### src/hw/rtl/cbrc_ram.sv
// ----------------------------------------------------------------------------
// cbrc_ram
// Simple dual-port RAM: one write port, one read port with registered data.
// ----------------------------------------------------------------------------
module cbrc_ram #(
    parameter int WIDTH = 8,
    parameter int DEPTH = 16
) (
    input  logic                     aclk,
    input  logic                     we,
    input  logic [$clog2(DEPTH)-1:0] waddr,
    input  logic [WIDTH-1:0]         wdata,
    input  logic [$clog2(DEPTH)-1:0] raddr,
    output logic [WIDTH-1:0]         rdata
);

    logic [WIDTH-1:0] mem [DEPTH];
    logic [WIDTH-1:0] rdata_reg;

    always_ff @(posedge aclk) begin
        if (we) begin
            mem[waddr] <= wdata;
        end
        rdata_reg <= mem[raddr];
    end

    assign rdata = rdata_reg;

endmodule

### config.mk
export PLATFORM = sky130hd
export DESIGN_NAME = cbrc_ram
export DESIGN_NICKNAME = d
export VERILOG_FILES = /design/src/hw/rtl/cbrc_ram.sv
export SDC_FILE = /design/constraint.sdc
export NUM_CORES = 1
export LEC_CHECK = 0
export ABC_AREA = 0
export BUFFER_PORTS_ARGS = -buffer_cell sky130_fd_sc_hd__buf_2
export CORE_MARGIN = 2
export CORE_UTILIZATION = 60
export CTS_CLUSTER_DIAMETER = 200
export DETAILED_ROUTE_END_ITERATION = 8
export PLACE_DENSITY_LB_ADDON = 0.12
export SYNTH_ARGS = -nofsm -noshare
export SYNTH_HDL_FRONTEND = slang
export SYNTH_SLANG_ARGS = --single-unit
### constraint.sdc
create_clock -name aclk -period 5 [get_ports aclk]
set_clock_uncertainty 0.05 [all_clocks]
set_input_delay 1 -clock aclk [delete_from_list [all_inputs] [get_ports aclk]]
set_output_delay 1 -clock aclk [all_outputs]
set_load 0.01 [all_outputs]
==> results of run 1 <==
[power groups by stage]
stage | Combinational [uW] | Clock [uW] | Sequential, uW
after floorplan | 64.7 | 0 | 1310
after global placement | 111 | 0 | 1300
after detailed placement | 113 | 0 | 1310
after CTS | 115 | 1380 | 1280
after global routing | 123 | 1430 | 1280
final | 113 | 1370 | 1280
[worst min path at each step]
| stage | start | endpoint | cells past startpoint |
|---|---|---|---|
| floorplan | mem[7][0] | rdata[0] | 3 |
| global placement | mem[14][0] | rdata[0] | 3 |
| detailed placement | mem[14][0] | rdata[0] | 3 |
| CTS | mem[14][0] | rdata[0] | 3 |
| global route | mem[12][0] | rdata[0] | 3 |
| finish | mem[14][0] | rdata[0] | 3 |
[routing by layer]
metal | vias up | GRT usage | wire, um
met5 | - | 0 | 0
met4 | 0 | 0.08884 | 200
met3 | 16 | 0.05347 | 423
met2 | 78 | 0.3424 | 4985
met1 | 1235 | 0.3339 | 4346
li1 | 1044 | - | -
[through the flow]
stage / power (uW) / utilization
3_5_place_dp: 1419 / 0.6464
3_3_place_gp: 1415 / 0.6464
2_1_floorplan: 1372 / -
5_1_grt: 2842 / 0.7259
4_1_cts: 2783 / 0.7259
6_report: 2769 / 0.7259
[layout make-up]
| class | instances | area [um2] | share of cell area |
|---|---|---|---|
| sequential | 136 | 4004 | 0.6679 |
| multi-input combinational | 83 | 1062 | 0.1772 |
| clock inverter | 12 | 221.5 | 0.03694 |
| tap | 105 | 131.4 | 0.02192 |
| timing repair buffer | 27 | 140.1 | 0.02338 |
| clock buffer | 20 | 435.4 | 0.07264 |
[synthesized netlist by cell type (all sizes together)]
library cell	count	area [um2]
a22oi	16	120.1
and2	1	6.260
and2b	1	7.510
buf	7	56.30
clkdlybuf4s25	3	30.03
dfxtp	8	160.2
edfxtp	128	3844
mux4	32	773.2
nand2	9	33.78
nand2b	2	12.51
nand3	1	5.000
nand3b	2	15.01
nor2	13	48.80
nor2b	1	6.260
nor3	4	20.02
or3b	1	8.760
[worst max-delay path, stage by stage]
cell and delay (ns):
buf_2 0.11, or3b_2 0.51, nor3_1 0.98
[cells by family after synthesis]
| family | after synthesis | share of synthesized area |
|---|---|---|
| AO/OA/AOI/OAI | 16 | 0.02334 |
| buffers and inverters | 10 | 0.01677 |
| flip-flops | 136 | 0.7778 |
| multiplexers | 32 | 0.1502 |
| AND/OR/NAND/NOR | 35 | 0.03184 |
==> impl_results.md, run 1 <==
- CTS tree: yes
- Cells on worst reg2reg path: 3
- Clock power share: 0.496
- Final hold violation count: 0
- Placed inst area: 5338 um2
- Synthesized Nets: 247
- Worst EP required: 5.07 ns
- Leak pwr: 0.002017 uW
- Unrepaired setup endpoints after global routing: no
- F_max: 0.3948 GHz
- Grt ovf: 0
- Most common library cell in the layout ignoring fill and taps: edfxtp_1
- Element type at the critical path start: input pin
- Global-route wire length before repair: 15170 um
- Post-CTS resize count: 0
- Initial Utilization: 0.6233
- WL per Instance: 25.99 um
- Vias per cell: 6.196
- Final period util: 0.5066
- TNS Setup: 0 ns
- Sequential area share after synthesis: 0.7778
- Root Driver: clkbuf_8
- Sequential Power Share: 0.463
- Maximum fanout along the worst path: 8
- Finished Layout Cells: 383
- GPL Wtd Cong: 0.7473
- Antenna Diode Count: 0
- Status: completed
- Die height: 96.63 um
- Share of cells above drive strength 1: 0.2770
- Worst Setup End Kind: register
- 1st-iter DRT viols: 290
- Reg-to-reg slack, setup: 3.54 ns
- Clock transition at path regs: 0.06 ns
- Kind of critical path: in -> reg
- Crit path to: mem[0][4]
- Sw Pwr: 525.3 uW
- Final setup margin: 2.467 ns
- Via count: 2373
- Die Width: 96.63 um
- Routed Antenna Nets: 0
- Reg2reg end: rdata[7]
- Fill count: 495
- P_int: 2244 uW
- Worst hold path class: reg -> reg
- Worst Max-Slew Pin Slew: 1.272 ns
- # IOs: 26
- DRC Markers: 0
- IO Port Bufs: 25
- Max-cap violations: 0
- Clock Latency Late Sink: 0.51 ns
- Final slew viol count: 0
- Syn Std Cell Area: 5147 um2
- Final Instance Area: 5995 um2
- Crit. Startpoint: waddr[2]
- Pre-CTS setup slack: 1.902 ns
- Synth Area per Inst: 22.48 um2
- Setup violators final: 0
- Largest net degree at the start of global routing: 33
- Worst Hold Slack: 0.6207 ns
- Detailed Routing Iterations Pass 1: 4
- PwrDens: 462.0 nW/um2
- Final net count: 283
- Yosys warns: 0
- Commonest non-fill, non-tap cells in the layout: edfxtp_1 (128), buf_2 (25), mux4_2 (18), a22oi_1 (16), clkbuf_16 (16)
- VDD IR-drop max: 0.3103 mV
- DP HPWL: 5400 um
- Vias in the first global route: 2514
- CTS Sinks: 136
- GRT Util Overall: 0.2282
- WP data arrival: 2.60 ns
- Routed wire length: 9956 um
- Hold bufs inserted after CTS: 0
- Worst r2r src: mem[0][7]
- Max FFs per register: 128
- Row Count: 33
- Number of synthesized register bits: 136
- Max-slew headroom: 0.1456
- Final min period: 2.533 ns
- # Post-CTS Setup Buffers: 0
- Logic pwr share: 0.041
- Core Region: 8258 um2
- Post-Place Cells: 351
- Netlist cell types: 19
- H-tree lvl count: 4
- DIE AREA: 9336 um2
- Syn Inst Count: 229
- Inserted Clock Buffers: 17
- Worst-case clock buffer depth: 2
- Initial antenna violation count: 0
- Sw Ratio: 0.1897
- P&R area growth vs syn: 16.46%
Note: power is estimated with default switching activity, not from simulation.
==> inputs of run 2 (changes only) <==
- clock period: 5 -> 2.48 ns (I/O delays scaled with it)
==> run 2 against run 1 <==
Against the previous run: sequential power up 100%; final cell count up 4.2%; clock power up 80%; utilization up 0.92 points; worst hold slack worse by 0.30 ns; combinational power up 110%.
==> impl_results.md, run 2 (same netlist as run 1, synthesis figures left out) <==
- Leak pwr: 0.002081 uW
- Fill count: 490
- Inserted Clock Buffers: 17
- Worst Max-Slew Pin Slew: 0.7523 ns
- VDD IR-drop max: 0.4926 mV
- Clock transition at path regs: 0.06 ns
- Crit path largest cell delay: 0.34 ns
- Placed inst area: 5478 um2
- Antenna Diode Count: 0
- WL per Instance: 23.12 um
- Unrepaired setup endpoints after global routing: no
- Slowest cell on the critical path: dfxtp_1
- Final period util: 0.6178
- Vias in the first global route: 2519
- CTS Sinks: 136
- Reg-to-reg slack, setup: 1.04 ns
- Max-cap violations: 0
- Hold Path Stages: 1
- Commonest non-fill, non-tap cells in the layout: edfxtp_1 (128), buf_2 (25), mux4_2 (18)
- Most common library cell in the layout ignoring fill and taps: edfxtp_1
- Global-route wire length before repair: 14340 um
- Element type at the critical path start: register
- Status: completed
- P&R area growth vs syn: 17.94%
- 1st-iter DRT viols: 222
- Post-CTS resize count: 0
- TNS Setup: 0 ns
- Final net count: 299
- Detailed Routing Iterations Pass 1: 4
- Worst r2r src: mem[2][5]
- DRC Markers: 0
- CTS tree: yes
- Reg2reg end: rdata[5]
- Share of cells above drive strength 1: 0.3163
- Setup violators final: 0
- Final hold violation count: 0
- Largest net degree at the start of global routing: 33
- CP bufs+invs: 1
- Final Instance Area: 6071 um2
- Maximum fanout along the worst path: 1
- H-tree lvl count: 4
- IO Port Bufs: 25
- Routed wire length: 9224 um
- Via count: 2455
- Crit path to: rdata[6]
- Hold bufs inserted after CTS: 0
- Crit path cell chain: buf_2
- Grt ovf: 0
- Worst hold path class: in -> reg
- Final slew viol count: 0
- Die Width: 96.63 um
- Worst EP required: 1.93 ns
- Routed Antenna Nets: 0
- Initial Utilization: 0.6233
- Worst Setup End Kind: output pin
- F_max: 0.6527 GHz
- GRT Util Overall: 0.2141
- Post-Place Cells: 367
- Die height: 96.63 um
- DP HPWL: 5478 um
- Vias per cell: 6.153
- Kind of critical path: reg -> out
- Initial antenna violation count: 0
- Final min period: 1.532 ns
- Delay-heaviest family, CP: flip-flops
- Max FFs per register: 128
- DIE AREA: 9336 um2
- Row Count: 33
- GPL Wtd Cong: 0.7246
- Max-slew headroom: 0.4975
- Core Region: 8258 um2
- PwrDens: 871.7 nW/um2
- Clock Latency Late Sink: 0.51 ns
- CP Depth: 1
- Crit. Startpoint: rdata[6]
- WP data arrival: 0.99 ns
- # IOs: 26
- Finished Layout Cells: 399
- Cells on worst reg2reg path: 3
- Root Driver: clkbuf_8
- Worst-case clock buffer depth: 2
- # Post-CTS Setup Buffers: 0
[run 2: cell types whose count changed in the layout (fill, tap and decap cells not counted), sizes merged]
cell    change
clkinv      +4
inv         +1
clkbuf      -2
bufinv      -3
buf        +16
[run 2: report_power, final]
group	internal [uW]	leakage [uW]	switching (uW)	total [uW]
Clock	1540	0.000282	935	2470
Sequential	2570	0.00122	15.2	2580
Combinational	102	0.000575	132	234
Total	4210	0.00208	1080	5290
[run 2: worst min path at each step]
| stage | from | to | slack (ns) |
|---|---|---|---|
| 4_1_cts | wdata[5] | mem[15][5] | 0.30 |
| 2_1_floorplan | wdata[0] | mem[0][0] | 0.54 |
| 5_1_grt | wdata[0] | mem[8][0] | 0.30 |
| 3_5_place_dp | mem[14][2] | rdata[2] | 0.61 |
| 3_3_place_gp | mem[15][2] | rdata[2] | 0.60 |
| 6_report | wdata[5] | mem[8][5] | 0.32 |
[run 2: through the flow]
step                hold slack, ns  setup slack [ns]  total power [uW]  utilization
CTS                         0.2973            0.9087              5336       0.7352
global placement            0.6003            0.4596              2862       0.6633
floorplan                   0.5449            0.4411              2766            -
global route                0.2973            0.8869              5457       0.7352
finish                      0.3187            0.9479              5292       0.7352
detailed placement          0.6091            0.4736              2868       0.6633
[run 2: worst register-to-register path, delay by kind of cell (launching register included)]
| family | cells | cell delay (ns) |
|---|---|---|
| mux | 1 | 0.50 |
| flops | 1 | 0.36 |
| compound gates | 1 | 0.29 |
| simple gates | 1 | 0.11 |
[run 2: per-layer routing]
metal | track usage | part of all wire
met5 | 0 | 0
met4 | 0.08017 | 0.018
met3 | 0.06647 | 0.070
met2 | 0.3381 | 0.51
met1 | 0.2856 | 0.40
[run 2: area by class of cell]
cell class,count,area [um2],area share
well taps,105,131.4,0.02164
multi-input cells,83,1057,0.1742
repair buffers,43,285.3,0.04699
clock inverters,14,175.2,0.02885
clock buffers,18,417.9,0.06884
flip-flops and latches,136,4004,0.6595
