## config.mk

```make
export PLATFORM = sky130hd
export DESIGN_NAME = cbrc_locate
export DESIGN_NICKNAME = d
export VERILOG_FILES = /design/src/hw/rtl/cbrc_pkg.sv /design/src/hw/rtl/cbrc_locate.sv
export SDC_FILE = /design/constraint.sdc
export NUM_CORES = 1
export LEC_CHECK = 0
export BUFFER_PORTS_ARGS = -buffer_cell sky130_fd_sc_hd__buf_2
export CORE_MARGIN = 2
export CORE_UTILIZATION = 49
export DETAILED_ROUTE_END_ITERATION = 10
export PLACE_DENSITY_LB_ADDON = 0.25
export SLEW_MARGIN = 5
export SYNTH_ARGS = -nofsm -noshare
export SYNTH_HDL_FRONTEND = slang
export SYNTH_SLANG_ARGS = --single-unit
```

## constraint.sdc

```tcl
create_clock -name vclk -period 10.2
set_input_delay 0.51 -clock vclk [all_inputs]
set_output_delay 0.51 -clock vclk [all_outputs]
set_load 0.03 [all_outputs]
```

## src/hw/rtl/cbrc_pkg.sv

```systemverilog
// ----------------------------------------------------------------------------
// cbrc_pkg
// Request and result types and fixed codes of the coding-block result cache.
// ----------------------------------------------------------------------------
package cbrc_pkg;

    // request kinds
    localparam logic [1:0] KIND_LOOKUP = 2'd0;
    localparam logic [1:0] KIND_STORE  = 2'd1;
    localparam logic [1:0] KIND_INVAL  = 2'd2;
    localparam logic [1:0] KIND_NONE   = 2'd3;

    // entry geometry: four quadrants, five partitions each
    localparam int QUADS     = 4;
    localparam int PARTS     = 5;
    localparam int PER_DEPTH = QUADS * PARTS;

    // partition codes
    localparam logic [2:0] PART_FULL = 3'd0;
    localparam logic [2:0] PART_HOR0 = 3'd1;
    localparam logic [2:0] PART_HOR1 = 3'd2;
    localparam logic [2:0] PART_VER0 = 3'd3;
    localparam logic [2:0] PART_VER1 = 3'd4;

    // sticky feature bits kept in the metadata word
    localparam int FEAT_W     = 3;
    localparam int FEAT_INTRA = 0;
    localparam int FEAT_INTER = 1;
    localparam int FEAT_SKIP  = 2;

    typedef struct packed {
        logic [1:0]  kind;
        logic        tree;
        logic [12:0] pos_x;
        logic [12:0] pos_y;
        logic [2:0]  log2_width;
        logic [2:0]  log2_height;
        logic        is_intra;
        logic        is_inter;
        logic        skip_flag;
        logic [31:0] payload;
        logic [2:0]  clr_depth;
    } cbrc_req_t;

    typedef struct packed {
        logic        found;
        logic        hit;
        logic [31:0] cached_payload;
        logic        saw_intra;
        logic        saw_inter;
        logic        saw_skip;
        logic        stored;
    } cbrc_rsp_t;

endpackage

```

## src/hw/rtl/cbrc_locate.sv

```systemverilog
// ----------------------------------------------------------------------------
// cbrc_locate
// Map a block position and shape to a cache entry index.
// ----------------------------------------------------------------------------
module cbrc_locate
    import cbrc_pkg::*;
#(
    parameter int CTU_LOG2 = 6,
    parameter int TREES    = 2,
    parameter int IDX_W    = 8
) (
    input  logic             tree,
    input  logic [12:0]      pos_x,
    input  logic [12:0]      pos_y,
    input  logic [2:0]       log2_width,
    input  logic [2:0]       log2_height,
    output logic             found,
    output logic [IDX_W-1:0] idx
);

    localparam int DEPTHS = CTU_LOG2 - 1;

    logic [3:0]  lw4;
    logic [3:0]  lh4;
    logic [12:0] hmask;
    logic [12:0] vmask;
    logic [2:0]  part;
    logic        shape_ok;
    logic [2:0]  big;
    logic [3:0]  depth;
    logic        depth_ok;
    logic        tree_ok;
    logic [1:0]  quad;
    logic [IDX_W-1:0] td;
    logic [IDX_W-1:0] tdq;

    always_comb begin
        lw4      = {1'b0, log2_width};
        lh4      = {1'b0, log2_height};
        hmask    = (13'd1 << (lh4 + 4'd1)) - 13'd1;
        vmask    = (13'd1 << (lw4 + 4'd1)) - 13'd1;
        shape_ok = 1'b1;
        part     = PART_FULL;
        if (lw4 == lh4) begin
            part = PART_FULL;
        end else if (lw4 == lh4 + 4'd1) begin
            part = ((pos_y & hmask) == 13'd0) ? PART_HOR0 : PART_HOR1;
        end else if (lw4 + 4'd1 == lh4) begin
            part = ((pos_x & vmask) == 13'd0) ? PART_VER0 : PART_VER1;
        end else begin
            shape_ok = 1'b0;
        end
        big      = (log2_width > log2_height) ? log2_width : log2_height;
        depth_ok = ({1'b0, big} >= 4'd2) && ({1'b0, big} <= 4'(CTU_LOG2));
        depth    = 4'(CTU_LOG2) - {1'b0, big};
        tree_ok  = {1'b0, tree} < 2'(TREES);
        quad     = {pos_y[big], pos_x[big]};
        found    = shape_ok && depth_ok && tree_ok;
        td       = IDX_W'(tree) * IDX_W'(DEPTHS) + IDX_W'(depth);
        tdq      = td * IDX_W'(QUADS) + IDX_W'(quad);
        idx      = tdq * IDX_W'(PARTS) + IDX_W'(part);
    end

endmodule

```

==> run_results.csv, run 1 <==
group,metric,value,unit
finish,ff_latch_area,0,µm²
critical_path,crit_fanout,18,
drt,drtAntennaViolNets,0,
drt,dr.first_iter.drc_count,201,
critical_path,cp-end-kind,"primary output",
logic_synthesis,syn_inst,264,
critical_path,worstPathCellList,"buf_2 -> ha_1 -> nand2_1 -> o21ai_0 -> nand2_1 -> ha_1 -> nand2_1 -> o41ai_1 -> o22ai_1 -> o21ai_0 -> nor4_1 -> o211a_1 -> o21ai_1 -> ha_1 -> ha_1 -> fa_1 -> a21oi_1 -> nor2_1 -> nor2_1 -> o21bai_1 -> a21oi_1 -> xnor2_1 -> xnor2_1 -> buf_2",
logic_synthesis,synthesis.area,0.00196,mm²
power_and_ir_drop,power.density,126,mW/mm²
floorplan,rows,22,
floorplan,die_area,0.00452,mm²
finish,final_cells,338,
critical_path,worst_path_dominant_cell_family,"adder cells",
logic_synthesis,syn-mean-instance-area,7.43,µm²
sta,maxSlewHeadroom,58.3,%
global_routing,grt_pass1_vias,1797,
logic_synthesis,yosysSeqAreaShare,0,%
finish,num_antenna_cells,0,
finish,clock_buffers,0,
place,dpl.hpwl,3780,µm
global_routing,grt_util_all_layers,21.1,%
floorplan,die_h,67.3,µm
drt,first_pass_iters,6,
job,maxCapViolCount,0,
status,outcome,"finished clean",
sta,min_period_over_period,57.6,%
clock_tree,ctsResizeCount,0,
sta,tns,0,ps
power_and_ir_drop,power.leakage,1.02,nW
sta,fmax,0.170,GHz
min_path,hp-class,"in2out",
floorplan,start_util,52.4,%
critical_path,required,9690,ps
critical_path,max_stage_delay,600,ps
drt,routedWlPerCell,14.0,µm
critical_path,crit_type,"in2out",
logic_synthesis,ys_types,62,
drt,routed_wl,4750,µm
critical_path,path_buf_inv,2,
power_and_ir_drop,totalPowerFinal,0.271,mW
drt,num_vias,2096,
finish,fin_area,0.00216,mm²
place,dpl_cell_area,0.00216,mm²
global_routing,grt_overflow_total,0,
global_routing,antenna_found_initial,0,
finish,nFlopsAndLatches,0,
clock_tree,cts_setup_buffers,0,
sta,tightestPinTransition,613,ps
drt,drc,0,
critical_path,crit_slowest_cell,"ha_1",
logic_synthesis,syn-num-nets,336,
critical_path,cp_common_cell,"ha_1",
floorplan,ios,42,
critical_path,crit_path_start_kind,"primary input",
global_routing,grt_pass1_wl,7900,µm
place,dpl.cell_count,338,
drt,via_per_inst,6.20,
floorplan,fp.dieW,67.3,µm
place,gp_routability_congestion,0.930,
sta,rsz0062_at_grt,"no",
sta,finalCriticalPeriod,5870,ps
logic_synthesis,yosys_warnings,0,
finish,drive_gt1_share,18.3,%
clock_tree,holdBufCountCts,0,
sta,timing.final.hold_violations,0,
sta,maxSlewViolCount,0,
place,port_buffers,42,
finish,area_growth,9.96,%
global_routing,grt_max_degree,19,
finish,finalNetCount,364,
sta,setup_violations,0,
floorplan,core-area,0.00374,mm²
critical_path,arrival,5360,ps
power_and_ir_drop,vdd_drop_max,0.125,mV
[worst min-delay path, delay by kind of cell]
kind	cells	cell delay [ps]
buffers and inverters	2	270
xor gates and xnor gates	2	230
adders and majority gates	1	160
AOI/OAI and AO/OA	1	70
[final timing paths]
kind / cells after the start / endpoint / start / slack, ps
setup / recovery: 24 / idx[7] / log2_height[1] / 4330
hold / removal: 6 / idx[7] / tree / 1760
[placed cells by master (no fill, tap or decap), types with 4 or more instances in the layout]
cell type | Yosys | layout
a21oi_1 | 30 | 30
a31oi_1 | 4 | 4
buf_2 | 12 | 42
ha_1 | 38 | 38
inv_1 | 17 | 17
mux4_1 | 4 | 4
nand2_1 | 22 | 22
nand2b_1 | 6 | 6
nand3_1 | 8 | 8
nor2_1 | 11 | 11
nor3_1 | 6 | 6
o21ai_0 | 13 | 13
o21ai_1 | 6 | 6
xnor2_1 | 7 | 7
xor2_1 | 8 | 8
[metal layers]
layer	wire [µm]	share of wire, %	track usage (%)
met2	2310	49	37.5
met5	0	0	0
met1	2110	45	29.5
met4	16	0.34	1.28
met3	307	6.5	1.00
[metrics by stage]
step	hold WS [ps]	setup slack, ps	utilization [%]
after floorplan	1550	4770	-
after global routing	1810	3890	57.6
after global placement	1750	4450	57.6
final	1760	4330	57.6
after CTS	1780	4400	57.6
after detailed placement	1780	4420	57.6
[report_power, final]
group | total (mW) | switching, mW | internal (mW)
sequential | 0 | 0 | 0
combinational | 0.271 | 0.167 | 0.104
clock | 0 | 0 | 0
[cell type report]
type | count | area, µm²
Tap cell | 48 | 60.1
Fill cell | 359 | 1590
Multi-Input combinational cell | 231 | 1820
Inverter | 17 | 63.8
Timing Repair Buffer | 42 | 210
[synth_stat cells (all sizes together), types with 2 or more instances]
library cell | instances | area (µm²)
a21o | 2 | 15.0
a21oi | 30 | 150
a221oi | 2 | 17.5
a31oi | 4 | 25.0
and2 | 3 | 21.3
buf | 12 | 60.1
clkbuf | 4 | 15.0
ha | 38 | 475
inv | 17 | 63.8
mux2 | 2 | 22.5
mux2i | 5 | 70.1
mux4 | 4 | 105
nand2 | 22 | 82.6
nand2b | 6 | 37.5
nand3 | 8 | 40.0
nand4 | 2 | 12.5
nor2 | 11 | 41.3
nor2b | 2 | 12.5
nor3 | 7 | 40.0
nor4 | 3 | 18.8
o2111ai | 2 | 17.5
o211ai | 3 | 22.5
o21a | 2 | 22.5
o21ai | 19 | 95.1
o21bai | 2 | 15.0
o221ai | 2 | 23.8
o22ai | 3 | 18.8
o31ai | 2 | 15.0
o41ai | 2 | 17.5
or2 | 3 | 18.8
or3 | 3 | 18.8
xnor2 | 8 | 77.6
xor2 | 8 | 70.1
[logic make-up (layout without fill, tap and decap cells)]
| logic type | count (synthesis) | count (layout) | share of synthesized area (%) |
|---|---|---|---|
| AO/OA/AOI/OAI | 90 | 90 | 30.4 |
| AND/OR/NAND/NOR | 75 | 75 | 19.6 |
| adder cells (fa/ha/maj) | 39 | 39 | 25.3 |
| buffers and inverters | 33 | 59 | 7.08 |
| XOR/XNOR | 16 | 16 | 7.53 |
| multiplexers | 11 | 11 | 10.1 |
(Power assumes the default switching activity.)
==> run 2, diff against run 1 <==
==> constraint.sdc (replaced) <==
create_clock -name vclk -period 5.6
set_input_delay 0.28 -clock vclk [all_inputs]
set_output_delay 0.28 -clock vclk [all_outputs]
set_load 0.03 [all_outputs]
==> run 2 against run 1 <==
Against the previous run: setup slack lost 3800 ps; critical path depth down 4; highest routed layer unchanged; die area is the same; total power grew 82%; non-clock buffer count grew 3; utilization increased by 0.70 points; via count fell by 1.8%; wire length shrank 0.13%.
==> run_results.csv, run 2 (same netlist as run 1, synthesis figures left out) <==
group,metric,value,unit
status,outcome,"finished clean",
critical_path,worstPathCellList,"buf_2 -> inv_1 -> ha_1 -> nor2b_1 -> o21a_1 -> o21a_4 -> mux2i_4 -> mux4_1 -> mux2_2 -> ha_1 -> ha_1 -> fa_1 -> a21oi_1 -> nor2_1 -> nor2_1 -> o21bai_1 -> a21oi_1 -> xnor2_1 -> xnor2_1 -> buf_2",
clock_tree,holdBufCountCts,0,
min_path,hp-class,"in2out",
critical_path,worst_path_dominant_cell_family,"adder cells",
clock_tree,cts_setup_buffers,0,
drt,routed_wl,4740,µm
finish,final_cells,341,
min_path,hold_depth,6,
drt,num_vias,2059,
critical_path,required,5320,ps
power_and_ir_drop,power.density,226,mW/mm²
global_routing,grt_pass1_wl,8050,µm
floorplan,fp.dieW,67.3,µm
floorplan,core-area,0.00374,mm²
finish,finalNetCount,367,
finish,ff_latch_area,0,µm²
sta,finalCriticalPeriod,5100,ps
job,maxCapViolCount,0,
sta,rsz0062_at_grt,"no",
global_routing,antenna_found_initial,0,
sta,timing.final.ws_setup,496,ps
power_and_ir_drop,power.leakage,1.03,nW
global_routing,grt_util_all_layers,21.5,%
drt,via_per_inst,6.04,
finish,num_antenna_cells,0,
critical_path,crit_fanout,13,
sta,maxSlewViolCount,0,
place,dpl.hpwl,3830,µm
sta,tns,0,ps
sta,setup_violations,0,
critical_path,arrival,4820,ps
global_routing,grt_max_degree,19,
finish,fillCellCount,375,
finish,multiInputGateArea,0.00183,mm²
sta,fmax,0.196,GHz
finish,final_common_cell,"buf_2",
place,port_buffers,42,
drt,routedWlPerCell,13.9,µm
critical_path,max_stage_delay,610,ps
floorplan,die_area,0.00452,mm²
critical_path,crit_slowest_cell,"mux4_1",
floorplan,start_util,52.4,%
drt,first_pass_iters,4,
finish,drive_gt1_share,19.5,%
critical_path,cp_common_cell,"ha_1",
sta,timing.final.hold_violations,0,
critical_path,crit_cells,20,
critical_path,cp-end-kind,"primary output",
sta,tightestPinTransition,637,ps
clock_tree,ctsResizeCount,0,
sta,hold_ws,1290,ps
finish,fin_area,0.00218,mm²
critical_path,path_buf_inv,3,
drt,drtAntennaViolNets,0,
finish,finalCoreUtilization,58.3,%
floorplan,ios,42,
floorplan,rows,22,
min_path,min_from,"tree",
finish,nFlopsAndLatches,0,
critical_path,crit_type,"in2out",
finish,area_growth,11.3,%
critical_path,crit_path_start_kind,"primary input",
drt,dr.first_iter.drc_count,110,
place,pre_cts_slack,505,ps
floorplan,die_h,67.3,µm
global_routing,grt_overflow_total,0,
drt,drc,0,
sta,min_period_over_period,91.1,%
place,dpl.cell_count,341,
finish,clock_buffers,0,
global_routing,grt_pass1_vias,1828,
power_and_ir_drop,totalPowerFinal,0.493,mW
power_and_ir_drop,vdd_drop_max,0.223,mV
place,dpl_cell_area,0.00218,mm²
sta,maxSlewHeadroom,57.0,%
finish,final_cell_mix,"42 x buf_2, 38 x ha_1, 30 x a21oi_1",
place,gp_routability_congestion,0.905,
min_path,whs_endpoint,"idx[7]",
==> run 2: changes by cell type in the layout (fill, tap and decap cells not counted) <==
cell     before  now
o21ai_2       0    1
buf_4         0    3
o21ai_1       6    5
==> run 2: power breakdown <==
group / switching, mW / internal, mW
combinational: 0.302 / 0.192
sequential: 0 / 0
clock: 0 / 0
total: 0.302 / 0.192
==> run 2: worst max-delay path by stage <==
stage / slack [ps] / from / to
2_1_floorplan: 630 / log2_height[1] / idx[7]
3_3_place_gp: 550 / log2_width[1] / idx[7]
3_5_place_dp: 500 / log2_height[1] / idx[7]
4_1_cts: 490 / log2_height[1] / idx[7]
5_1_grt: 20 / log2_height[1] / idx[7]
6_report: 500 / log2_height[1] / idx[7]
==> run 2: tightest hold or removal path: cells and delay by family <==
family	cells	cell delay, ps
compound gates	1	70
buf+inv	2	270
fa+ha+maj	1	160
xor+xnor	2	230
==> run 2: routing by layer <==
layer,part of all wire [%],routed length (µm),up-vias,global-route usage (%)
li1,-,-,1054,-
met4,0.27,13,0,1.79
met2,50,2380,64,39.5
met5,0,0,-,0
met1,45,2140,939,29.2
met3,4.5,215,2,0.333
==> run 2: cell type report <==
type / count / area share (%)
inverter: 17 / 2.92
multi-input combinational: 231 / 83.7
tap: 48 / 2.75
timing repair buffer: 45 / 10.7
